`src/rtl/core/ple_pkg.sv`:
```
// Shared types and codes of the positional list engine.
package ple_pkg;

  localparam int SLOT_W = 6;

  typedef enum logic [2:0] {
    OP_INS_FRONT = 3'd0,
    OP_INS_BACK  = 3'd1,
    OP_INS_POS   = 3'd2,
    OP_DEL_FRONT = 3'd3,
    OP_DEL_BACK  = 3'd4,
    OP_DEL_POS   = 3'd5,
    OP_READ_ALL  = 3'd6
  } op_t;

  typedef enum logic [1:0] {
    STAT_OK     = 2'd0,
    STAT_EMPTY  = 2'd1,
    STAT_BADPOS = 2'd2,
    STAT_FULL   = 2'd3
  } status_t;

  typedef enum logic [1:0] {
    CK_NONE = 2'd0,
    CK_INS  = 2'd1,
    CK_DEL  = 2'd2,
    CK_ROT  = 2'd3
  } cell_kind_t;

  typedef struct packed {
    cell_kind_t         kind;
    logic [SLOT_W-1:0]  slot;
    logic signed [31:0] value;
  } cell_cmd_t;

endpackage

```
`src/rtl/core/ple_cell.sv`:
```
// One storage cell of the list chain, holding the entry at a fixed position.
module ple_cell #(
  parameter int IDX = 0
) (
  input  logic                clk,
  input  ple_pkg::cell_cmd_t  cmd,
  input  logic signed [31:0]  prev_data,
  input  logic signed [31:0]  next_data,
  input  logic signed [31:0]  head_data,
  output logic signed [31:0]  data_out
);

  localparam logic [ple_pkg::SLOT_W-1:0] MY_IDX = ple_pkg::SLOT_W'(IDX);

  logic signed [31:0] data_r;
  logic signed [31:0] data_nxt;

  always_comb begin
    data_nxt = data_r;
    case (cmd.kind)
      ple_pkg::CK_INS: begin
        if (MY_IDX > cmd.slot) begin
          data_nxt = prev_data;
        end else if (MY_IDX == cmd.slot) begin
          data_nxt = cmd.value;
        end
      end
      ple_pkg::CK_DEL: begin
        if (MY_IDX >= cmd.slot) begin
          data_nxt = next_data;
        end
      end
      ple_pkg::CK_ROT: begin
        if (MY_IDX == cmd.slot) begin
          data_nxt = head_data;
        end else if (MY_IDX < cmd.slot) begin
          data_nxt = next_data;
        end
      end
      default: data_nxt = data_r;
    endcase
  end

  always_ff @(posedge clk) begin
    data_r <= data_nxt;
  end

  assign data_out = data_r;

endmodule

```
`src/rtl/core/positional_list_engine_top.sv`:
```
// Top level of the positional list engine: request control and the cell chain.
//
// Requests arrive on the in_ stream, one word per request; results leave on
// the out_ stream, one word per result, with out_tlast on the final word of
// a request. Inserts and deletes answer with one status word; every cell of
// the chain loads its neighbor or the new value, or holds, in the cycle the
// request is accepted. A read-all answers with one word per element, front
// first, one per cycle while the receiver takes them; the chain rotates by
// one place per word and is back in its original order after the last one.
// A read-all on an empty list, like every status answer, is a single word.
// A request is taken only when the engine is idle and the output register
// is free or being emptied in that same cycle. A status word shows on out_
// in the cycle after its request is accepted; the first word of a read-all
// is registered from the read state that the request enters once accepted.
// When the receiver stalls, the output word holds and no further request or
// read-out step is taken. Reset empties the list and drops any pending output
// word; entry contents are not cleared and are never visible before being
// written.
module positional_list_engine_top #(
  parameter int CAPACITY = 32
) (
  input  logic        clk,
  input  logic        rst_n,
  input  logic        in_tvalid,
  output logic        in_tready,
  input  logic [39:0] in_tdata,   // pos[5:0], value[37:6], zero fill
  input  logic [2:0]  in_tuser,   // op[2:0]
  output logic        out_tvalid,
  input  logic        out_tready,
  output logic [39:0] out_tdata,  // status[1:0], value_res[33:2], index[39:34]
  output logic        out_tlast
);

  localparam int CW = $clog2(CAPACITY + 1);
  localparam int IW = $clog2(CAPACITY);
  localparam int PW = (CW > ple_pkg::SLOT_W) ? CW : ple_pkg::SLOT_W;
  localparam int SW = ple_pkg::SLOT_W;

  typedef enum logic [1:0] {
    S_IDLE = 2'b01,
    S_READ = 2'b10
  } state_t;

  state_t             state_r, state_nxt;
  logic [CW-1:0]      count_r, count_nxt;
  logic [IW-1:0]      rd_idx_r, rd_idx_nxt;
  logic               out_valid_r, out_valid_nxt;
  logic [1:0]         out_status_r, out_status_nxt;
  logic signed [31:0] out_value_r, out_value_nxt;
  logic [5:0]         out_index_r, out_index_nxt;
  logic               out_last_r, out_last_nxt;

  ple_pkg::cell_cmd_t cmd;
  logic signed [31:0] cell_q [CAPACITY];

  logic [5:0]         in_pos;
  logic signed [31:0] in_value;
  logic [2:0]         in_op;
  logic               out_free;
  logic               accept;
  logic               is_full;
  logic               is_empty;
  logic               bad_pos;
  logic               rd_last;

  assign in_pos   = in_tdata[5:0];
  assign in_value = in_tdata[37:6];
  assign in_op    = in_tuser;

  assign out_free  = !out_valid_r || out_tready;
  assign in_tready = (state_r == S_IDLE) && out_free;
  assign accept    = in_tvalid && in_tready;
  assign is_full   = (count_r >= CW'(CAPACITY));
  assign is_empty  = (count_r == '0);
  assign bad_pos   = (in_pos == 6'd0) || (PW'(in_pos) > PW'(count_r));
  assign rd_last   = ((CW'(rd_idx_r) + CW'(1)) == count_r);

  always_comb begin
    state_nxt      = state_r;
    count_nxt      = count_r;
    rd_idx_nxt     = rd_idx_r;
    out_valid_nxt  = out_valid_r && !out_tready;
    out_status_nxt = out_status_r;
    out_value_nxt  = out_value_r;
    out_index_nxt  = out_index_r;
    out_last_nxt   = out_last_r;
    cmd.kind       = ple_pkg::CK_NONE;
    cmd.slot       = '0;
    cmd.value      = in_value;

    if (accept) begin
      out_value_nxt = '0;
      out_index_nxt = '0;
      out_last_nxt  = 1'b1;
      case (in_op)
        ple_pkg::OP_INS_FRONT, ple_pkg::OP_INS_BACK: begin
          out_valid_nxt = 1'b1;
          if (is_full) begin
            out_status_nxt = ple_pkg::STAT_FULL;
          end else begin
            out_status_nxt = ple_pkg::STAT_OK;
            cmd.kind       = ple_pkg::CK_INS;
            cmd.slot       = (in_op == ple_pkg::OP_INS_FRONT) ? '0 : SW'(count_r);
            count_nxt      = count_r + CW'(1);
          end
        end
        ple_pkg::OP_INS_POS: begin
          out_valid_nxt = 1'b1;
          if (bad_pos) begin
            out_status_nxt = ple_pkg::STAT_BADPOS;
          end else if (is_full) begin
            out_status_nxt = ple_pkg::STAT_FULL;
          end else begin
            out_status_nxt = ple_pkg::STAT_OK;
            cmd.kind       = ple_pkg::CK_INS;
            cmd.slot       = in_pos - 6'd1;
            count_nxt      = count_r + CW'(1);
          end
        end
        ple_pkg::OP_DEL_FRONT, ple_pkg::OP_DEL_BACK: begin
          out_valid_nxt = 1'b1;
          if (is_empty) begin
            out_status_nxt = ple_pkg::STAT_EMPTY;
          end else begin
            out_status_nxt = ple_pkg::STAT_OK;
            cmd.kind       = ple_pkg::CK_DEL;
            cmd.slot       = (in_op == ple_pkg::OP_DEL_FRONT) ? '0 :
                             SW'(count_r - CW'(1));
            count_nxt      = count_r - CW'(1);
          end
        end
        ple_pkg::OP_DEL_POS: begin
          out_valid_nxt = 1'b1;
          if (bad_pos) begin
            out_status_nxt = ple_pkg::STAT_BADPOS;
          end else begin
            out_status_nxt = ple_pkg::STAT_OK;
            cmd.kind       = ple_pkg::CK_DEL;
            cmd.slot       = in_pos - 6'd1;
            count_nxt      = count_r - CW'(1);
          end
        end
        ple_pkg::OP_READ_ALL: begin
          if (is_empty) begin
            out_valid_nxt  = 1'b1;
            out_status_nxt = ple_pkg::STAT_EMPTY;
          end else begin
            state_nxt  = S_READ;
            rd_idx_nxt = '0;
          end
        end
        default: begin
          out_last_nxt = out_last_r;
        end
      endcase
    end else if ((state_r == S_READ) && out_free) begin
      out_valid_nxt  = 1'b1;
      out_status_nxt = ple_pkg::STAT_OK;
      out_value_nxt  = cell_q[0];
      out_index_nxt  = 6'(rd_idx_r);
      out_last_nxt   = rd_last;
      cmd.kind       = ple_pkg::CK_ROT;
      cmd.slot       = SW'(count_r - CW'(1));
      rd_idx_nxt     = rd_idx_r + IW'(1);
      if (rd_last) begin
        state_nxt = S_IDLE;
      end
    end
  end

  always_ff @(posedge clk) begin
    if (!rst_n) begin
      state_r     <= S_IDLE;
      count_r     <= '0;
      rd_idx_r    <= '0;
      out_valid_r <= 1'b0;
    end else begin
      state_r     <= state_nxt;
      count_r     <= count_nxt;
      rd_idx_r    <= rd_idx_nxt;
      out_valid_r <= out_valid_nxt;
    end
  end

  always_ff @(posedge clk) begin
    out_status_r <= out_status_nxt;
    out_value_r  <= out_value_nxt;
    out_index_r  <= out_index_nxt;
    out_last_r   <= out_last_nxt;
  end

  genvar g;
  generate
    for (g = 0; g < CAPACITY; g++) begin : g_cell
      logic signed [31:0] prev_d;
      logic signed [31:0] next_d;
      if (g == 0) begin : g_first
        assign prev_d = '0;
      end else begin : g_mid_prev
        assign prev_d = cell_q[g-1];
      end
      if (g == CAPACITY - 1) begin : g_last
        assign next_d = '0;
      end else begin : g_mid_next
        assign next_d = cell_q[g+1];
      end
      ple_cell #(
        .IDX (g)
      ) u_cell (
        .clk       (clk),
        .cmd       (cmd),
        .prev_data (prev_d),
        .next_data (next_d),
        .head_data (cell_q[0]),
        .data_out  (cell_q[g])
      );
    end
  endgenerate

  assign out_tvalid = out_valid_r;
  assign out_tdata  = {out_index_r, out_value_r, out_status_r};
  assign out_tlast  = out_last_r;

endmodule

```
`config.mk`:
```
export PLATFORM = sky130hd
export DESIGN_NAME = positional_list_engine_top
export DESIGN_NICKNAME = d
export VERILOG_FILES = /design/src/rtl/core/ple_pkg.sv /design/src/rtl/core/ple_cell.sv /design/src/rtl/core/positional_list_engine_top.sv
export SDC_FILE = /design/constraint.sdc
export NUM_CORES = 2
export LEC_CHECK = 0
export BUFFER_PORTS_ARGS = -buffer_cell sky130_fd_sc_hd__buf_2
export CAP_MARGIN = 20
export CORE_UTILIZATION = 45
export CTS_CLUSTER_DIAMETER = 100
export DETAILED_ROUTE_END_ITERATION = 10
export GPL_ROUTABILITY_DRIVEN = 0
export HOLD_SLACK_MARGIN = 0.05
export PLACE_DENSITY_LB_ADDON = 0.15
export SYNTH_ARGS = -nofsm -noshare
export SYNTH_HDL_FRONTEND = slang
export SYNTH_SLANG_ARGS = --single-unit
```
`constraint.sdc`:
```
create_clock -name clk -period 9.2 [get_ports clk]
set_clock_uncertainty 0.1 [all_clocks]
set_input_delay 0.46 -clock clk [delete_from_list [all_inputs] [get_ports clk]]
set_output_delay 0.46 -clock clk [all_outputs]
set_load 0.005 [all_outputs]
```
Yosys cells after proc, flatten, opt, wreduce, memory -nomap -nowiden
Cells that the tools add are included.

operators by class
  add/subtract/negate cells = 5
  magnitude comparators = 98
  eq/ne operators = 148
  multiplexer cells = 231
  reduce and logical (&&, ||, !) cells = 57

operators with widths
  kind                  count
  $mux W32              160
  $pmux W32 S3          32
  $ne A3 B1 Y1 const B  63
  $reduce_and A4 Y1     32
  $eq A5 B6 Y1 const A  16
  $ge A5 B6 Y1 const A  16
  $gt A5 B6 Y1 const A  16
  $lt A5 B6 Y1 const A  16
  $ne A2 B1 Y1 const B  34
  $eq A4 B6 Y1 const A  8
  $ge A4 B6 Y1 const A  8
  $gt A4 B6 Y1 const A  8
  $lt A4 B6 Y1 const A  8
  $mux W6               6
  $mux W8               4
  $pmux W8 S4           1
  $eq A3 B6 Y1 const A  4
  $ge A3 B6 Y1 const A  4
  $gt A3 B6 Y1 const A  4
  $lt A3 B6 Y1 const A  4
  $pmux W6 S4           1
  $mux W2               11
  $mux W7               3
  $mux W5               4
  40 further kinds      76

word-level totals
  register bits after elaboration = 1078
  input bits = 47
  output and inout bits = 43

Longest topological paths before layout
  word-level depth = 9
  gate-level depth with buffers = 17
  mapped depth without buffers = 11

By module
A second synthesis with hierarchy kept.

second synthesis, totals
  cells, all modules = 6271
  area total of the unflattened synthesis = 68903.6 um2

modules (own cells, without submodules)
  module                         times used  cells an instance  area an instance (um2)  sequential area each (um2)
  positional_list_engine_top     1           388                3039.2                  1111.1
  ple_cell at g_cell[20].u_cell  1           272                2459.9                  960.9
  ple_cell at g_cell[24].u_cell  1           228                2361.0                  960.9
  ple_cell at g_cell[16].u_cell  1           235                2247.2                  960.9
  ple_cell at g_cell[8].u_cell   1           195                2228.4                  960.9
  ple_cell at g_cell[14].u_cell  1           187                2215.9                  960.9
  ple_cell at g_cell[19].u_cell  1           185                2184.6                  960.9
  ple_cell at g_cell[12].u_cell  1           197                2182.1                  960.9
  ple_cell at g_cell[11].u_cell  1           186                2178.3                  960.9
  ple_cell at g_cell[30].u_cell  1           190                2177.1                  960.9
  ple_cell at g_cell[4].u_cell   1           206                2153.3                  960.9
  ple_cell at g_cell[22].u_cell  1           156                2114.5                  960.9
  ple_cell at g_cell[6].u_cell   1           230                2089.5                  960.9
  ple_cell at g_cell[13].u_cell  1           157                2084.5                  960.9
  19 more rows                   n/a         n/a                n/a                     n/a

Least setup slack after synthesis
No wires, ideal clock.

  kind = flip-flop to flip-flop
  from = reg count_r[5]
  to = reg g_cell[31].u_cell.data_r[0] (enable)
  arrival time = 5.903 ns
  required time = 8.626 ns
  slack = 2.723 ns
  cell stages (with the launch flop) = 13
  buffers on the path = 2
  path through = dfxtp_1 -> clkbuf_1 -> inv_1 -> ha_1 -> and4_1 -> o21a_1 -> o31a_1 -> or3_1 -> a31o_1 -> o31ai_2 -> o21ai_1 -> clkbuf_1 -> a221oi_1

between the ends
  cells in the longest elaborated chain, start to end = 8
  elaborated cells between the ends (all ways) = 27
  classes of those cells = add/sub: 1; order compare: 5; eq/ne: 7; mux: 10; reduce/logical: 4

ends and longest elaborated chain
  element                                                line                                                                  RTL
  from (decl)                                            positional_list_engine_top.sv:45                                      logic [CW-1:0] count_r, count_nxt;
  from (signal assigned)                                 positional_list_engine_top.sv:179                                     count_r <= count_nxt;
  $sub A6 B1 Y6 (tied with other cells)                  positional_list_engine_top.sv:128, positional_list_engine_top.sv:163
  $mux W6 (tied with other cells)                        positional_list_engine_top.sv:127                                     cmd.slot = (in_op == ple_pkg::OP_DEL_FRONT) ? '0 :
  $mux W8 (tied with other cells)                        positional_list_engine_top.sv:122                                     if (is_empty) begin
  $pmux W8 S4                                            positional_list_engine_top.sv:95                                      case (in_op)
  $mux W8 *                                              positional_list_engine_top.sv:91                                      if (accept) begin
  $lt A5 B6 Y1 (tied with other cells)                   ple_cell.sv:36                                                        end else if (MY_IDX < cmd.slot) begin
  $ne A3 B1 Y1 (no source line) (tied with other cells)  n/a
  $reduce_and A4 Y1 (no source line) *                   n/a
  to (signal assigned)                                   ple_cell.sv:45                                                        data_r <= data_nxt;
  to (decl)                                              ple_cell.sv:15                                                        logic signed [31:0] data_r;

Mark *: on every way between the ends. The rest lies on a longest branch, timed or not.
A chain may end at the register's enable or synchronous reset.

Worst setup path after layout
  from = reg count_r[5]
  to = reg g_cell[11].u_cell.data_r[16], data pin

between the ends
  cells in the longest elaborated chain, start to end = 8
  elaborated cells between the ends (all ways) = 23
  classes of those cells = add/sub: 1; order compare: 3; eq/ne: 4; mux: 13; reduce/logical: 2

ends and longest elaborated chain
  element                                              line                                                                  RTL
  $sub A6 B1 Y6 (tied with other cells)                positional_list_engine_top.sv:128, positional_list_engine_top.sv:163
  $mux W6 (tied with other cells)                      positional_list_engine_top.sv:127
  $mux W8 (tied with other cells)                      positional_list_engine_top.sv:122
  $pmux W8 S4                                          positional_list_engine_top.sv:95
  $mux W8 *                                            positional_list_engine_top.sv:91
  $gt A4 B6 Y1 / $eq A4 B6 Y1 (equally long branches)  ple_cell.sv:22, ple_cell.sv:34
  $mux W32 (on tied branches)                          ple_cell.sv:22, ple_cell.sv:34
  $pmux W32 S3 *                                       ple_cell.sv:20                                                        case (cmd.kind)
  net g_cell[11].u_cell.data_nxt[16]                   ple_cell.sv:16                                                        logic signed [31:0] data_nxt;
  to (signal assigned)                                 ple_cell.sv:45
  to (decl)                                            ple_cell.sv:15

Mark *: on every way through the listed nets, which the timed path passes. The rest lies on a longest branch.

==> flow_metrics.tcl <==
set metrics [dict create \
    cts-buffers-inserted 119 \
    met3_length_mm 30.9 \
    postCtsResizedCells 0 \
    placement.cell_area_um2 62900 \
    transition_at_the_pin_with_the_smallest_max_transition_slack_ns 1.19 \
    synth_cell_types 83 \
    syn-mean-instance-area_um2 10.5 \
    routed_via_density 7.42 \
    worst_path_max_delay_cell "sky130_fd_sc_hd__buf_4" \
    cts_tree "yes" \
    hold_path.class "in2reg" \
    swShare_pct 31.9 \
    power.switching_mw 5.02 \
    required_time_of_the_critical_path_ns 9.76 \
    largest_net_degree_at_the_start_of_global_routing 151 \
    dp_hpwl_mm 155 \
    critical-path-max-stage-delay_ns 0.85 \
    final_area_um2 67200 \
    synth_ff_type "sky130_fd_sc_hd__edfxtp_1" \
    io_buf_count 86 \
    grt_setup_unrepaired "false" \
    drv_cap 0 \
    ys_top_cells_by_area "sky130_fd_sc_hd__edfxtp_1, sky130_fd_sc_hd__a221o_1, sky130_fd_sc_hd__nand2_1" \
    cts_num_sinks 1078 \
    postCtsSetupRepairBufs 0 \
    route.antenna.remaining_nets 0 \
    grt_antenna_before_repair 10 \
    ctsHoldBuffers 4 \
    full_die_area_um2 136000 \
    floorplan.io_pins 90 \
    grt_pass1_wl_mm 367 \
    finalHoldViolCount 0 \
    timing.setup.tns_ns 0 \
    highest_signal_layer_in_the_routed_design "met5" \
    routedLengthMet1_mm 98.6 \
    powerDensity_nw_per_um2 235 \
    p_int_mw 10.7 \
    floorplan.core_area_um2 133000 \
    start_kind "flip-flop" \
    pwr-share-clk_pct 31.6 \
    worst_setup_path_startpoint "count_r[5]" \
    globalRouteTotalUtil_pct 36.4 \
    cts_root_buf "sky130_fd_sc_hd__clkbuf_16" \
    synthCells 5769 \
    yosysTopAreaCell "sky130_fd_sc_hd__edfxtp_1" \
    min_from "in_tuser[1]" \
    top_achievable_clock_speed_ghz 0.158 \
    worst-path-buf-inv 4 \
    number_of_h_tree_levels 3 \
    nets 5538 \
    path_class "reg2reg" \
    cts_max_path_buffers 3 \
    status "complete, no violations" \
    ys_ff_latch 1078 \
    post_route_cells_drive_above_1_share_pct 11.6 \
    critPathCaptureType "flip-flop" \
    drt_pass1_iterations 7 \
    routed_via_count 54600 \
    floorplan.die.height_um 369 \
    reg2reg_from "count_r[5]" \
    async_reset_ff_share_pct 0 \
    hold_ws_ns 0.0895 \
    mapped_cell_area_um2 60500 \
    critical_path.cell_chain "inv_1 -> ha_1 -> and4_1 -> o21a_1 -> o31a_1 -> or4_1 -> and2_1 -> buf_4 -> nand2_4 -> buf_4 -> nor3_1 -> o21ai_4 -> buf_4 -> a221o_1" \
    synth-edff-count 1027 \
    routed_wl_mm 255 \
    clk_latency_ns 0.81 \
    drt_first_iter_violations 8552 \
    die-width_um 369 \
    cp_top_family "simple AND/OR/NAND/NOR gates" \
    crit_top_cell "sky130_fd_sc_hd__buf_4" \
    vias_in_the_first_global_route 52400 \
    vdd_drop_max_v 0.000187 \
    logic_pwr_share_pct 23.5 \
    static-leakage-power_nw 26.0 \
    timing.final.crit_period_ns 6.33 \
    p_seq_share_pct 44.9 \
    drcViolationCount 0 \
    yosys_warnings 0 \
    placement_rows 134 \
    critical_path_arrival_ns 6.89 \
    sequential_cell_area_fraction_in_the_yosys_report_pct 52.6 \
    drv_slew 0 \
    slew-limit-headroom_pct 20.3 \
    clock_transition_at_the_registers_of_the_reported_paths_ns 0.07 \
    syn_nets 5828 \
    crit_path_max_fanout 64 \
    post-route-period-util_pct 68.8 \
    post-synth-top-area-fraction_pct 51.0 \
    routed_wire_length_per_instance_um 34.7 \
    total_gr_overflow 0 \
    route.met2.wl_mm 111 \
    floorplan.initialDensity_pct 45.4 \
    area.growth.synth_to_final_pct 11.0 \
    final-setup-viol-count 0 \
]
## logic make-up (layout without fill, tap and decap cells)
| group | Yosys count | in the layout | share of synthesized area, % |
|---|---|---|---|
| compound gates | 1955 | 1955 | 24.8 |
| simple gates | 1633 | 1633 | 11.5 |
| flops | 1078 | 1078 | 52.6 |
| buf+inv | 734 | 547 | 4.95 |
| mux | 334 | 334 | 5.53 |
| xor+xnor | 22 | 22 | 0.318 |
| fa+ha+maj | 12 | 12 | 0.248 |
| other cells | 1 | 7 | 0.00620 |
## metal layers
layer	GRT usage (%)	vias to the layer above
met4	18.8	6
li1	-	22100
met1	49.4	27400
met3	8.12	829
met5	0.214	-
met2	54.4	4251
## cells in the mapped netlist, types with 4 or more instances
library cell / n
sky130_fd_sc_hd__nand4_1: 24
sky130_fd_sc_hd__nand2b_1: 5
sky130_fd_sc_hd__a22o_1: 4
sky130_fd_sc_hd__clkbuf_1: 559
sky130_fd_sc_hd__a221o_1: 688
sky130_fd_sc_hd__o2bb2ai_1: 26
sky130_fd_sc_hd__o21a_1: 7
sky130_fd_sc_hd__a22oi_1: 94
sky130_fd_sc_hd__a31oi_1: 57
sky130_fd_sc_hd__o22ai_1: 144
sky130_fd_sc_hd__nor2_1: 248
sky130_fd_sc_hd__o21ai_0: 207
sky130_fd_sc_hd__buf_4: 35
sky130_fd_sc_hd__nor2b_1: 8
sky130_fd_sc_hd__a21o_1: 20
sky130_fd_sc_hd__nor3_2: 5
sky130_fd_sc_hd__mux2i_1: 333
sky130_fd_sc_hd__or3_1: 6
sky130_fd_sc_hd__o31ai_1: 4
sky130_fd_sc_hd__buf_2: 77
sky130_fd_sc_hd__a32oi_1: 94
sky130_fd_sc_hd__nand2_1: 964
sky130_fd_sc_hd__xnor2_1: 20
sky130_fd_sc_hd__a211o_1: 47
sky130_fd_sc_hd__nor4_1: 7
sky130_fd_sc_hd__a211oi_1: 7
sky130_fd_sc_hd__and3_1: 87
sky130_fd_sc_hd__o211ai_1: 79
sky130_fd_sc_hd__a21oi_1: 398
sky130_fd_sc_hd__nor3_1: 38
sky130_fd_sc_hd__and2_1: 19
sky130_fd_sc_hd__nor2_2: 5
sky130_fd_sc_hd__a21boi_0: 8
sky130_fd_sc_hd__inv_1: 13
sky130_fd_sc_hd__o221ai_1: 9
sky130_fd_sc_hd__edfxtp_1: 1027
sky130_fd_sc_hd__o21ai_1: 16
sky130_fd_sc_hd__buf_1: 46
sky130_fd_sc_hd__ha_1: 12
sky130_fd_sc_hd__nand3_1: 201
sky130_fd_sc_hd__dfxtp_1: 51
## worst paths after layout
| check | slack (ns) | end | cells past startpoint |
|---|---|---|---|
| min reg2reg | 0.36 | out_index_r[0] | 2 |
| max reg2reg | 2.87 | g_cell[11].u_cell.data_out[16] | 14 |
| max | 2.87 | g_cell[11].u_cell.data_out[16] | 14 |
| min | 0.09 | out_status_r[0] | 3 |
## registers in the layout (all words and copies together) (netlist names)
| name | cells |
|---|---|
| g_cell.u_cell.data_out | 1024 |
| out_index_r | 5 |
| out_tlast | 1 |
| count_r | 6 |
| out_status_r | 2 |
| out_value_r | 32 |
| state_r | 2 |
| rd_idx_r | 5 |
| out_tvalid | 1 |
## cell type report
cell class / count / area (µm²)
fill: 12200 / 66300
sequential: 1078 / 31900
multi-input combinational: 3957 / 26700
clock buffer: 157 / 3300
timing repair buffer: 310 / 2350
tap: 1768 / 2210
clock inverter: 67 / 678
inverter: 13 / 48.8
antenna: 6 / 15.0
## worst register-to-register path, stage by stage (launching register included)
cell and delay (ns):
sky130_fd_sc_hd__dfxtp_1 0.62, sky130_fd_sc_hd__inv_1 0.19, sky130_fd_sc_hd__ha_1 0.35, sky130_fd_sc_hd__and4_1 0.23, sky130_fd_sc_hd__o21a_1 0.12, sky130_fd_sc_hd__o31a_1 0.36, sky130_fd_sc_hd__or4_1 0.62, sky130_fd_sc_hd__and2_1 0.17
sky130_fd_sc_hd__buf_4 0.23, sky130_fd_sc_hd__nand2_4 0.83, sky130_fd_sc_hd__buf_4 0.90, sky130_fd_sc_hd__nor3_1 0.22, sky130_fd_sc_hd__o21ai_4 0.58, sky130_fd_sc_hd__buf_4 0.45, sky130_fd_sc_hd__a221o_1 0.23
## placed cells by master, fill, tap and decap left out, types with 24 or more instances in the layout
cell,n
sky130_fd_sc_hd__a21oi_1,385
sky130_fd_sc_hd__clkinv_2,24
sky130_fd_sc_hd__a31oi_1,46
sky130_fd_sc_hd__a32oi_1,94
sky130_fd_sc_hd__edfxtp_1,1027
sky130_fd_sc_hd__o211ai_1,79
sky130_fd_sc_hd__and3_1,86
sky130_fd_sc_hd__nor3_1,24
sky130_fd_sc_hd__a22oi_1,94
sky130_fd_sc_hd__nand3_1,200
sky130_fd_sc_hd__buf_4,206
sky130_fd_sc_hd__a211o_1,47
sky130_fd_sc_hd__nor2_1,233
sky130_fd_sc_hd__o22ai_1,141
sky130_fd_sc_hd__dfxtp_1,51
sky130_fd_sc_hd__o21ai_0,197
sky130_fd_sc_hd__clkbuf_16,120
sky130_fd_sc_hd__o2bb2ai_1,26
sky130_fd_sc_hd__buf_2,86
sky130_fd_sc_hd__nand4_1,24
sky130_fd_sc_hd__mux2i_1,333
sky130_fd_sc_hd__a221o_1,688
sky130_fd_sc_hd__nand2_1,958
## power by group through the flow
stage               registers [mW]  clock network [mW]  logic (mW)
floorplan                     6.98                   0        2.42
global placement              7.14                   0        3.48
detailed placement            7.14                   0        3.56
CTS                           7.05                5.02        3.58
global route                  7.14                5.18        3.91
finish                        7.07                4.99        3.71
## metrics by stage
step	utilization, %	instances	setup slack (ns)	total power, mW
after floorplan	-	5769	2.72	9.40
after global placement	47.1	7111	3.07	10.6
after detailed placement	47.2	7113	2.98	10.7
after CTS	50.2	7341	3.11	15.7
after global routing	50.3	7350	2.74	16.2
final	50.3	7356	2.87	15.8
Note: power is estimated with default switching activity, not from simulation.
